[config.mk]
export PLATFORM = sky130hd
export DESIGN_NAME = lcm_accumulator
export DESIGN_NICKNAME = d
export VERILOG_FILES = /design/src/rtl/lcma_pkg.sv /design/src/rtl/lcma_div.sv /design/src/rtl/lcma_datapath.sv /design/src/rtl/lcma_ctrl.sv /design/src/rtl/lcm_accumulator.sv
export SDC_FILE = /design/constraint.sdc
export NUM_CORES = 1
export LEC_CHECK = 0
export ABC_AREA = 0
export BUFFER_PORTS_ARGS = -buffer_cell sky130_fd_sc_hd__buf_2
export CAP_MARGIN = 15
export CORE_ASPECT_RATIO = 0.5
export CORE_MARGIN = 1.5
export CORE_UTILIZATION = 50
export DETAILED_ROUTE_END_ITERATION = 6
export PLACE_DENSITY = 0.69
export SLEW_MARGIN = 0
export SYNTH_ARGS = -nofsm -noshare
export SYNTH_HDL_FRONTEND = slang
export SYNTH_HIERARCHICAL = 1
export SYNTH_SLANG_ARGS = --single-unit
[constraint.sdc]
create_clock -name clock -period 8.75 [get_ports clock]
set_input_delay 0.4375 -clock clock [delete_from_list [all_inputs] [get_ports clock]]
set_output_delay 0.4375 -clock clock [all_outputs]
set_load 0.05 [all_outputs]
[src/rtl/lcma_pkg.sv]
// lcma_pkg: types shared by the LCM accumulator controller, datapath and top level.
// No dependencies.
package lcma_pkg;

   // Controller states
   typedef enum logic [2:0] {
      ST_IDLE,
      ST_DECIDE,
      ST_GCD,
      ST_GCD_CHK,
      ST_QUO,
      ST_MUL,
      ST_DONE
   } state_type;

   // Datapath operations issued by the controller
   typedef enum logic [3:0] {
      OP_NONE,
      OP_CAPTURE,
      OP_DIV_GCD,
      OP_GCD_STEP,
      OP_DIV_QUO,
      OP_MUL_START,
      OP_MUL_STEP,
      OP_COMMIT_LOAD,
      OP_COMMIT_ZERO,
      OP_COMMIT_MUL
   } dp_op_type;

   typedef struct packed {
      dp_op_type op;
   } dp_cmd_type;

   typedef struct packed {
      logic first;         // captured item starts a new run
      logic zero_operand;  // accumulator or captured value is zero
      logic div_done;      // divider finished this cycle
      logic y_zero;        // Euclid remainder reached zero
      logic mul_done;      // shift-add multiply finished
      logic out_free;      // output register can take a result
   } dp_status_type;

endpackage

[src/rtl/lcma_div.sv]
// lcma_div: restoring divider, one quotient bit per cycle.
// Standalone; used by lcma_datapath.
module lcma_div #(
   parameter int DW = 64
) (
   input  logic          clock,
   input  logic          reset,
   input  logic          start,
   input  logic [DW-1:0] dividend,
   input  logic [DW-1:0] divisor,
   output logic [DW-1:0] quotient,
   output logic [DW-1:0] remainder,
   output logic          done
);

   localparam int CW = $clog2(DW + 1);

   logic [DW-1:0] rem_ff, rem_in;
   logic [DW-1:0] quo_ff, quo_in;
   logic [DW-1:0] dvs_ff, dvs_in;
   logic [CW-1:0] cnt_ff, cnt_in;
   logic          busy_ff, busy_in;
   logic          done_ff, done_in;

   logic [DW:0]   shifted;
   logic [DW:0]   diff;

   assign shifted = {rem_ff, quo_ff[DW-1]};
   assign diff    = shifted - {1'b0, dvs_ff};

   always_comb begin
      rem_in  = rem_ff;
      quo_in  = quo_ff;
      dvs_in  = dvs_ff;
      cnt_in  = cnt_ff;
      busy_in = busy_ff;
      done_in = 1'b0;
      if (start) begin
         rem_in  = '0;
         quo_in  = dividend;
         dvs_in  = divisor;
         cnt_in  = CW'(DW);
         busy_in = 1'b1;
      end else if (busy_ff) begin
         // no borrow: shifted partial remainder covers the divisor
         if (!diff[DW]) begin
            rem_in = diff[DW-1:0];
            quo_in = {quo_ff[DW-2:0], 1'b1};
         end else begin
            rem_in = shifted[DW-1:0];
            quo_in = {quo_ff[DW-2:0], 1'b0};
         end
         cnt_in = cnt_ff - CW'(1);
         if (cnt_ff == CW'(1)) begin
            busy_in = 1'b0;
            done_in = 1'b1;
         end
      end
   end

   always_ff @(posedge clock) begin
      if (reset) begin
         busy_ff <= 1'b0;
         done_ff <= 1'b0;
         cnt_ff  <= '0;
      end else begin
         busy_ff <= busy_in;
         done_ff <= done_in;
         cnt_ff  <= cnt_in;
      end
      rem_ff <= rem_in;
      quo_ff <= quo_in;
      dvs_ff <= dvs_in;
   end

   assign quotient  = quo_ff;
   assign remainder = rem_ff;
   assign done      = done_ff;

`ifndef NO_ASSERTIONS
   a_div_nonzero: assert property (@(posedge clock) disable iff (reset)
      start |-> divisor != '0)
      else $error("divider started with zero divisor");

   a_div_idle_start: assert property (@(posedge clock) disable iff (reset)
      start |-> !busy_ff)
      else $error("divider restarted while busy");
`endif

endmodule

[src/rtl/lcma_datapath.sv]
// lcma_datapath: accumulator, Euclid operands, shift-add multiplier and result register.
// Depends on lcma_pkg and lcma_div.
module lcma_datapath #(
   parameter int VALUE_WIDTH = 32,
   parameter int ACC_WIDTH   = 64
) (
   input  logic                     clock,
   input  logic                     reset,
   input  logic [VALUE_WIDTH-1:0]   req_value,
   input  logic                     req_first,
   input  lcma_pkg::dp_cmd_type     cmd,
   output lcma_pkg::dp_status_type  status,
   output logic [ACC_WIDTH-1:0]     rsp_lcm_value,
   output logic                     rsp_overflow,
   output logic                     rsp_valid,
   input  logic                     rsp_stall
);

   localparam int DW  = (VALUE_WIDTH > ACC_WIDTH) ? VALUE_WIDTH : ACC_WIDTH;
   localparam int PW  = ACC_WIDTH + VALUE_WIDTH;
   localparam int MCW = $clog2(VALUE_WIDTH + 1);
   localparam logic [ACC_WIDTH-1:0] ACC_MAX = '1;

   logic [ACC_WIDTH-1:0]   acc_ff, acc_in;
   logic                   ovf_ff, ovf_in;
   logic [VALUE_WIDTH-1:0] val_ff, val_in;
   logic                   first_ff, first_in;
   logic [DW-1:0]          x_ff, x_in;
   logic [DW-1:0]          y_ff, y_in;
   logic [ACC_WIDTH-1:0]   q_ff, q_in;
   logic [VALUE_WIDTH-1:0] mb_ff, mb_in;
   logic [PW-1:0]          prod_ff, prod_in;
   logic [MCW-1:0]         mcnt_ff, mcnt_in;
   logic [ACC_WIDTH-1:0]   out_val_ff, out_val_in;
   logic                   out_ovf_ff, out_ovf_in;
   logic                   out_vld_ff, out_vld_in;

   logic          div_start;
   logic [DW-1:0] div_dividend;
   logic [DW-1:0] div_divisor;
   logic [DW-1:0] div_quotient;
   logic [DW-1:0] div_remainder;
   logic          div_done;

   logic          load_over;
   logic          prod_over;

   assign div_start    = (cmd.op == lcma_pkg::OP_DIV_GCD) || (cmd.op == lcma_pkg::OP_DIV_QUO);
   assign div_dividend = (cmd.op == lcma_pkg::OP_DIV_QUO) ? DW'(acc_ff) : x_ff;
   assign div_divisor  = (cmd.op == lcma_pkg::OP_DIV_QUO) ? x_ff : y_ff;

   lcma_div #(.DW(DW)) u_div (
      .clock     (clock),
      .reset     (reset),
      .start     (div_start),
      .dividend  (div_dividend),
      .divisor   (div_divisor),
      .quotient  (div_quotient),
      .remainder (div_remainder),
      .done      (div_done)
   );

   // first value wider than the accumulator
   assign load_over = DW'(val_ff) > DW'(ACC_MAX);
   assign prod_over = prod_ff[PW-1:ACC_WIDTH] != '0;

   always_comb begin
      acc_in     = acc_ff;
      ovf_in     = ovf_ff;
      val_in     = val_ff;
      first_in   = first_ff;
      x_in       = x_ff;
      y_in       = y_ff;
      q_in       = q_ff;
      mb_in      = mb_ff;
      prod_in    = prod_ff;
      mcnt_in    = mcnt_ff;
      out_val_in = out_val_ff;
      out_ovf_in = out_ovf_ff;
      out_vld_in = out_vld_ff && rsp_stall;
      case (cmd.op)
         lcma_pkg::OP_CAPTURE: begin
            val_in   = req_value;
            first_in = req_first;
            x_in     = DW'(acc_ff);
            y_in     = DW'(req_value);
         end
         lcma_pkg::OP_GCD_STEP: begin
            x_in = y_ff;
            y_in = div_remainder;
         end
         lcma_pkg::OP_MUL_START: begin
            q_in    = div_quotient[ACC_WIDTH-1:0];
            mb_in   = val_ff;
            prod_in = '0;
            mcnt_in = MCW'(VALUE_WIDTH);
         end
         lcma_pkg::OP_MUL_STEP: begin
            prod_in = (prod_ff << 1) + (mb_ff[VALUE_WIDTH-1] ? PW'(q_ff) : PW'(0));
            mb_in   = mb_ff << 1;
            mcnt_in = mcnt_ff - MCW'(1);
         end
         lcma_pkg::OP_COMMIT_LOAD: begin
            acc_in = load_over ? ACC_MAX : ACC_WIDTH'(val_ff);
            ovf_in = load_over;
         end
         lcma_pkg::OP_COMMIT_ZERO: begin
            acc_in = '0;
         end
         lcma_pkg::OP_COMMIT_MUL: begin
            acc_in = prod_over ? ACC_MAX : prod_ff[ACC_WIDTH-1:0];
            ovf_in = ovf_ff || prod_over;
         end
         default: begin
         end
      endcase
      if ((cmd.op == lcma_pkg::OP_COMMIT_LOAD) || (cmd.op == lcma_pkg::OP_COMMIT_ZERO) ||
          (cmd.op == lcma_pkg::OP_COMMIT_MUL)) begin
         out_val_in = acc_in;
         out_ovf_in = ovf_in;
         out_vld_in = 1'b1;
      end
   end

   always_ff @(posedge clock) begin
      if (reset) begin
         acc_ff     <= '0;
         ovf_ff     <= 1'b0;
         out_vld_ff <= 1'b0;
         mcnt_ff    <= '0;
      end else begin
         acc_ff     <= acc_in;
         ovf_ff     <= ovf_in;
         out_vld_ff <= out_vld_in;
         mcnt_ff    <= mcnt_in;
      end
      val_ff     <= val_in;
      first_ff   <= first_in;
      x_ff       <= x_in;
      y_ff       <= y_in;
      q_ff       <= q_in;
      mb_ff      <= mb_in;
      prod_ff    <= prod_in;
      out_val_ff <= out_val_in;
      out_ovf_ff <= out_ovf_in;
   end

   assign status.first        = first_ff;
   assign status.zero_operand = (acc_ff == '0) || (val_ff == '0);
   assign status.div_done     = div_done;
   assign status.y_zero       = (y_ff == '0);
   assign status.mul_done     = (mcnt_ff == '0);
   assign status.out_free     = !out_vld_ff || !rsp_stall;

   assign rsp_lcm_value = out_val_ff;
   assign rsp_overflow  = out_ovf_ff;
   assign rsp_valid     = out_vld_ff;

endmodule

[src/rtl/lcma_ctrl.sv]
// lcma_ctrl: sequencing state machine for the LCM accumulator.
// Depends on lcma_pkg.
module lcma_ctrl (
   input  logic                     clock,
   input  logic                     reset,
   input  logic                     req_valid,
   output logic                     req_stall,
   input  lcma_pkg::dp_status_type  status,
   output lcma_pkg::dp_cmd_type     cmd
);

   lcma_pkg::state_type state_ff, state_in;

   // next state
   always_comb begin
      state_in = state_ff;
      case (state_ff)
         lcma_pkg::ST_IDLE: begin
            if (req_valid) state_in = lcma_pkg::ST_DECIDE;
         end
         lcma_pkg::ST_DECIDE: begin
            if (status.first || status.zero_operand) begin
               if (status.out_free) state_in = lcma_pkg::ST_IDLE;
            end else begin
               state_in = lcma_pkg::ST_GCD;
            end
         end
         lcma_pkg::ST_GCD: begin
            if (status.div_done) state_in = lcma_pkg::ST_GCD_CHK;
         end
         lcma_pkg::ST_GCD_CHK: begin
            state_in = status.y_zero ? lcma_pkg::ST_QUO : lcma_pkg::ST_GCD;
         end
         lcma_pkg::ST_QUO: begin
            if (status.div_done) state_in = lcma_pkg::ST_MUL;
         end
         lcma_pkg::ST_MUL: begin
            if (status.mul_done) state_in = lcma_pkg::ST_DONE;
         end
         lcma_pkg::ST_DONE: begin
            if (status.out_free) state_in = lcma_pkg::ST_IDLE;
         end
         default: state_in = lcma_pkg::ST_IDLE;
      endcase
   end

   // outputs
   always_comb begin
      cmd.op    = lcma_pkg::OP_NONE;
      req_stall = 1'b1;
      case (state_ff)
         lcma_pkg::ST_IDLE: begin
            req_stall = 1'b0;
            if (req_valid) cmd.op = lcma_pkg::OP_CAPTURE;
         end
         lcma_pkg::ST_DECIDE: begin
            if (status.first) begin
               if (status.out_free) cmd.op = lcma_pkg::OP_COMMIT_LOAD;
            end else if (status.zero_operand) begin
               if (status.out_free) cmd.op = lcma_pkg::OP_COMMIT_ZERO;
            end else begin
               cmd.op = lcma_pkg::OP_DIV_GCD;
            end
         end
         lcma_pkg::ST_GCD: begin
            if (status.div_done) cmd.op = lcma_pkg::OP_GCD_STEP;
         end
         lcma_pkg::ST_GCD_CHK: begin
            cmd.op = status.y_zero ? lcma_pkg::OP_DIV_QUO : lcma_pkg::OP_DIV_GCD;
         end
         lcma_pkg::ST_QUO: begin
            if (status.div_done) cmd.op = lcma_pkg::OP_MUL_START;
         end
         lcma_pkg::ST_MUL: begin
            if (!status.mul_done) cmd.op = lcma_pkg::OP_MUL_STEP;
         end
         lcma_pkg::ST_DONE: begin
            if (status.out_free) cmd.op = lcma_pkg::OP_COMMIT_MUL;
         end
         default: begin
         end
      endcase
   end

   always_ff @(posedge clock) begin
      if (reset) begin
         state_ff <= lcma_pkg::ST_IDLE;
      end else begin
         state_ff <= state_in;
      end
   end

endmodule

[src/rtl/lcm_accumulator.sv]
// lcm_accumulator: top level of the running least-common-multiple block.
// Depends on lcma_pkg, lcma_ctrl and lcma_datapath (which holds lcma_div).
//
// Folds a stream of unsigned values into their least common multiple. An item
// with req_first set loads the accumulator with its value and clears the
// overflow flag; every other item replaces the accumulator with
// (acc / gcd(acc, value)) * value, or with zero when either operand is zero.
// A product that does not fit in ACC_WIDTH bits saturates to all ones and sets
// rsp_overflow, which stays set until the next first item. Each item yields
// exactly one result transfer. One item is worked on at a time: req_stall is
// low only while the controller is idle, and a result waiting in the output
// register does not block the next input transfer. The divider is
// DW = max(VALUE_WIDTH, ACC_WIDTH) bits wide. A first item or a zero operand is
// committed to the result register from the decide state, once the output
// register is free; any other item first runs the Euclid remainder steps,
// the quotient and the multiply. The next input transfer can come in the cycle
// after the result register is loaded, and a result held by rsp_stall delays
// that load. The one-bit-per-cycle restoring divider is shared: it runs
// once per Euclid step and once more for acc / gcd, and the multiply is a
// shift-add over the value bits.
module lcm_accumulator #(
   parameter int VALUE_WIDTH = 32,
   parameter int ACC_WIDTH   = 64
) (
   input  logic                   clock,
   input  logic                   reset,
   // input channel
   input  logic                   req_valid,
   output logic                   req_stall,
   input  logic [VALUE_WIDTH-1:0] req_value,
   input  logic                   req_first,
   // result channel
   output logic                   rsp_valid,
   input  logic                   rsp_stall,
   output logic [ACC_WIDTH-1:0]   rsp_lcm_value,
   output logic                   rsp_overflow
);

   lcma_pkg::dp_cmd_type    cmd;
   lcma_pkg::dp_status_type status;

   // sequencer: issues at most one datapath operation per cycle
   lcma_ctrl u_ctrl (
      .clock     (clock),
      .reset     (reset),
      .req_valid (req_valid),
      .req_stall (req_stall),
      .status    (status),
      .cmd       (cmd)
   );

   // accumulator, Euclid operands, divider, multiplier and result register
   lcma_datapath #(
      .VALUE_WIDTH (VALUE_WIDTH),
      .ACC_WIDTH   (ACC_WIDTH)
   ) u_dp (
      .clock         (clock),
      .reset         (reset),
      .req_value     (req_value),
      .req_first     (req_first),
      .cmd           (cmd),
      .status        (status),
      .rsp_lcm_value (rsp_lcm_value),
      .rsp_overflow  (rsp_overflow),
      .rsp_valid     (rsp_valid),
      .rsp_stall     (rsp_stall)
   );

`ifndef NO_ASSERTIONS
   // one item in flight: an input transfer closes the input side next cycle
   a_one_in_flight: assert property (@(posedge clock) disable iff (reset)
      (req_valid && !req_stall) |=> req_stall)
      else $error("input taken while an item is still being folded");
`endif

endmodule

## Word-level counts from Yosys, hierarchy flattened

Cells that the tools add are included.
W data, S select, Z words.

| storage, ports and cells | value |
|---|---|
| bits in registers | 694 |
| bits of input ports | 37 |
| output and inout bits | 67 |
| word-level logic and storage cells | 110 |

| operators by class | value |
|---|---|
| add/subtract/negate cells | 4 |
| equal/unequal tests | 20 |
| mux-type cells | 42 |
| bitwise operators | 1 |
| reduce and logical (&&, ||, !) cells | 22 |

Operators by type and width:

| kind | number |
|---|---|
| $mux W64 | 7 |
| $pmux W64 S2 | 2 |
| $pmux W64 S3 | 1 |
| $pmux W96 S2 | 1 |
| $logic_not A64 Y1 | 2 |
| $add A96 B96 Y96 | 1 |
| $sub A65 B64 Y65 | 1 |
| $pmux W32 S2 | 1 |
| $mux W3 | 11 |
| $logic_not A32 Y1 | 1 |
| $reduce_bool A32 Y1 | 1 |
| $pmux W4 S7 | 1 |
| $pmux W3 S7 | 1 |
| $eq A4 B3 Y1 const B | 4 |
| $mux W4 | 4 |
| $mux W7 | 2 |
| $pmux W6 S2 | 1 |
| $eq A3 B3 Y1 const B | 3 |
| $eq A4 B2 Y1 const B | 2 |
| $eq A4 B4 Y1 const B | 2 |
| $mux W1 | 8 |
| $eq A7 B1 Y1 const B | 1 |
| $logic_or A1 B1 Y1 | 7 |
| $sub A7 B1 Y7 const B | 1 |
| other kinds (17) | 23 |

## Longest topological paths before layout

| depth | value |
|---|---|
| word-level depth | 10 |
| mapped depth | 18 |

## Hierarchy

The synthesis kept the hierarchy.

Modules (own cells, without submodules):

| module | times used | cells each | area an instance (um2) |
|---|---|---|---|
| lcma_datapath | 1 | 2078 | 24681.2 |
| lcma_div | 1 | 1187 | 11906.4 |
| lcma_ctrl | 1 | 59 | 425.4 |

## Worst setup path before layout

No wires, ideal clock.

| timing | value |
|---|---|
| kind | reg-to-reg |
| start | register u_dp.acc_ff[20] |
| end | register u_dp.u_div.quo_ff[0] (netlist: u_dp/u_div/quotient[0]), enable pin |
| library setup time | 418 ps |
| arrival | 8517 ps |
| slack | -185 ps |
| cell stages (with the launch flop) | 16 |
| buffers on the path | 3 |
| period minus slack after synthesis | 8935 ps |
| path through | dfxtp_1 -> nor4_1 -> nand4_1 -> or4_1 -> o21ai_0 -> nand2b_1 -> a21o_1 -> a21oi_1 -> o31ai_2 -> clkbuf_1 -> xnor2_1 -> nor3_1 -> clkbuf_1 -> nor2_1 -> clkbuf_1 -> inv_1 |

RTL lines:

| item | line | text |
|---|---|---|
| start, declared | lcma_datapath.sv:24 | `logic [ACC_WIDTH-1:0] acc_ff, acc_in;` |
| start signal, assigned | lcma_datapath.sv:132 | `acc_ff <= acc_in;` |
| end signal, assigned | lcma_div.sv:72 | `quo_ff <= quo_in;` |
| end, declared | lcma_div.sv:19 | `logic [DW-1:0] quo_ff, quo_in;` |

==> flow_summary.rst <==
.. list-table::
   :header-rows: 1

   * - Metric
     - Value
   * - Relative contribution of combinational cells to total power
     - 0.467
   * - Endpoint class of the critical path
     - flip-flop
   * - Final period util
     - 0.6983
   * - Number of failing setup endpoints in the final timing report
     - 0
   * - Layout cells sized above 1
     - 0.1717
   * - Synth unique cells
     - 94
   * - Leakage component of the power
     - 15.21 nW
   * - Gate Count Post-Synth
     - between 3000 and 4000
   * - WL per Instance
     - 25.18 um
   * - Crit Path Class
     - flip-flop to flip-flop
   * - Setup repair after global routing missed its margin
     - false
   * - Overall die width
     - approximately 390 um
   * - Upper clock frequency limit
     - between 150 and 200 MHz
   * - Area leader, netlist
     - edfxtp_1
   * - Antenna-violating nets left
     - 0
   * - Internal power
     - 10.40 mW
   * - Fraction of synthesized cell area taken by the top area cell type
     - 0.4430
   * - Switching part of the total power
     - 0.4371
   * - Final std cell area, no fill
     - 40440 um^2
   * - Area growth, synth to finish
     - 9.245%
   * - Fraction of the mapped netlist area in compound gates
     - 0.1305
   * - Starting utilization of the core area
     - 0.5061
   * - Total gr overflow
     - 0
   * - Weighted congestion reported at the end of routability-driven placement
     - slightly below 1
   * - Total clock sinks
     - roughly 690
   * - Max H-tree Level
     - 2
   * - Cell area after synthesis
     - around 37000 um^2
   * - Deepest clock path buffer count
     - 3
   * - # Post-CTS Setup Buffers
     - 0
   * - Part of the power in registers
     - 0.375
   * - Clock tree from TritonCTS
     - yes
   * - Worst setup SP type
     - flip-flop
   * - Core area
     - 73130 um^2
   * - Wire length of the first global-routing pass
     - around 160000 um
   * - Number of enable-type register cells in the synthesized netlist
     - 546
   * - Yosys warning total
     - 6
   * - Layout Skew
     - 0.02387 ns
   * - Hold Vio Cnt, Final
     - 0
   * - Final worst path period need
     - 6.110 ns
   * - CTS Buf Count
     - 61
   * - Number of antenna violations at the first check in global routing
     - 0
   * - Mean area per synthesized cell
     - between 10 and 15 um^2
   * - Net switching component of the power
     - 8.075 mW
   * - Pre-CTS WS
     - between 2 and 3 ns
   * - Total of max-cap violations
     - 0
   * - Worst endpoint required time
     - 9.03 ns
   * - Path class of the lowest-slack min-delay path
     - primary input to flip-flop
   * - I/O pin cnt
     - about 100
   * - Full die area
     - ~76000 um^2
   * - Synthesized netlist net count
     - 3494
   * - Via total after detailed routing
     - 27718
   * - Cell Rows
     - 70
   * - All-layer global routing usage
     - 0.2819
   * - Proportion of synthesized area in mux cells
     - 0.1031
   * - Final routed wirelength across all metal layers
     - 109700 um
   * - Post-Route Setup TNS
     - 0 ns
   * - Source-to-sink clock delay at the later pin of the worst-skew pair
     - 0.66 ns
   * - First-pass detailed-route iteration total
     - 7
   * - Maximum resistive drop on vdd
     - 322.0 uV
   * - Worst-Margin Slew
     - between 1 and 1.5 ns
   * - Fin util
     - 0.5529
   * - Pwr dens
     - 456.8 nW/um^2
   * - Top-count cell post-synth
     - edfxtp_1
   * - Main combinational cell family by area after synthesis
     - simple AND/OR/NAND/NOR gates
   * - Main synth FF type
     - edfxtp_1
   * - Clock network fraction of total power
     - 0.158
   * - DRC Markers
     - 0
   * - Worst Path Max Fanout
     - a little over 70
   * - Area fraction in and, or, nand and nor cells after synthesis
     - 0.1319
   * - Initial detailed-routing violation count
     - 3956
   * - Max-slew headroom
     - 0.2135
   * - Pin count of the biggest net entering global routing
     - approximately 130
   * - Final max-slew violation count
     - 0
   * - Number of global-route vias before repair
     - 24916
   * - Cell chosen for the clock root
     - clkbuf_16
   * - Port-buffer cells
     - 103
   * - Adder and majority gate portion of the synthesized area
     - 0.04537
   * - Leading cell types by total area after synthesis
     - edfxtp_1 (44%), mux2_2 (8.8%), dfxtp_1 (8.0%), ha_1 (4.4%), nand2_1 (2.8%)
   * - Most common library cells after synthesis
     - edfxtp_1 (546), mux2_2 (288), nand2_1 (275), nor2_1 (243), a21oi_1 (202)
   * - Die Ht
     - 195.4 um
   * - Seq/Total Area, Yosys
     - 0.5230
   * - Setup slack of the critical path after layout
     - between 2 and 3 ns
   * - FFs w/ async S/R, synth
     - 0
   * - Post-Synth XOR/XNOR Area
     - 0.03151
   * - Clock Pin Slew Worst Setup and Hold Paths
     - around 0.070 ns
   * - Arrival time reported for the critical path endpoint
     - 6.39 ns
   * - Number of vias per cell
     - 6.363
   * - Placement Cell Area
     - roughly 38000 um^2
   * - Synthesized flop and latch total
     - 694
   * - Post-DP HPWL
     - between 70000 and 80000 um
   * - Outcome
     - finished clean
   * - Number of nets in the layout
     - 3500
## repair_timing
action	CTS	global route
endpoints found under the hold margin	11	0
hold buffers	11	0
gates resized for setup	0	0
## critical path, stage by stage, from the launching register on
cell and delay, ns:
edfxtp_1 0.43, nor4_1 0.66, nand4_1 0.29, nor4_1 0.62, nand2_1 0.21, o21ai_0 0.22, a21o_1 0.22, nor2b_1 0.25
nand2_1 0.13, nor2_4 0.11, buf_4 0.69, nor2_1 0.28, inv_4 0.74, buf_4 0.78
## registers in the layout (all words and copies together), names as in the netlist
register,flops
u_ctrl/state_ff,3
u_dp/val_ff,32
u_dp/q_ff,64
u_dp/rsp_lcm_value,64
u_dp/mcnt_ff,6
u_dp/ovf_ff,1
u_dp/u_div/dvs_ff,64
u_dp/y_ff,64
u_dp/u_div/remainder,64
u_dp/u_div/cnt_ff,7
u_dp/prod_ff,96
u_dp/x_ff,64
u_dp/acc_ff,64
u_dp/rsp_valid,1
u_dp/u_div/quotient,64
u_dp/mb_ff,32
u_dp/u_div/busy_ff,1
u_dp/u_div/done,1
u_dp/first_ff,1
u_dp/rsp_overflow,1
## stage by stage
step	instances	power, mW	hold slack (ns)
final	4356	18.47	0.02418
after global routing	4355	19.32	0.01152
after CTS	4355	18.24	0.0007092
after detailed placement	4228	15.26	0.4325
after global placement	4228	15.20	0.4285
after floorplan	3324	12.71	0.4222
## cell type report
class / instances / area [um^2]
antenna: 1 / 2.502
clock buffer: 78 / 1704
clock inverter: 38 / 432.9
fill: 6151 / 32700
inverter: 116 / 437.9
multi-input combinational: 2318 / 16450
sequential: 694 / 19360
tap: 972 / 1216
timing repair buffer: 139 / 825.8
## power groups by stage
stage	clock [mW]	sequential, mW	combinational (mW)
after global placement	0	6.84	8.37
after detailed placement	0	6.89	8.38
after global routing	3.06	7.01	9.25
final	2.92	6.93	8.62
after floorplan	0	6.77	5.94
after CTS	2.94	6.84	8.46
## layout by cell type (no fill, tap or decap), types with 22 or more instances in the layout
cell	instances
a221o_1	37
o21bai_1	25
mux2_2	288
nor3_1	29
xor2_1	55
nor2b_1	51
nor2_1	241
nand3_1	65
a211oi_1	57
mux2i_1	56
nor4_1	59
xnor2_1	75
ha_1	131
a21oi_1	201
clkbuf_16	64
o21a_1	26
buf_2	103
nand4_1	60
edfxtp_1	546
a21o_1	54
and2_1	71
buf_4	24
o211ai_1	22
inv_1	112
a31oi_1	42
and3_1	57
a22oi_1	35
dfxtp_1	147
o21ai_0	97
nand2_1	275
## logic make-up after synthesis
kind of cell,Yosys count
compound gates,717
xor+xnor,131
fa+ha+maj,133
buf+inv,312
flops,694
mux,345
simple gates,992
## path summary, 6_finish.rpt
| kind | start | endpoint | slack [ns] | cells past startpoint |
|---|---|---|---|---|
| hold / removal | req_value[1] | u_dp/val_ff[1] | 0.02 | 1 |
| setup / recovery | u_dp/y_ff[52] | u_dp/prod_ff[30] | 2.64 | 13 |
| setup reg to reg | u_dp/y_ff[52] | u_dp/prod_ff[30] | 2.64 | 13 |
| hold reg to reg | u_dp/u_div/quotient[49] | u_dp/q_ff[49] | 0.46 | 0 |
## per-layer routing
layer,track usage,vias up,wire length (um)
li1,-,12456,-
met1,0.4577,13612,51340
met2,0.3668,1522,42070
met3,0.07970,128,14630
met4,0.04943,0,1638
met5,0,-,0
(Power assumes the default switching activity.)
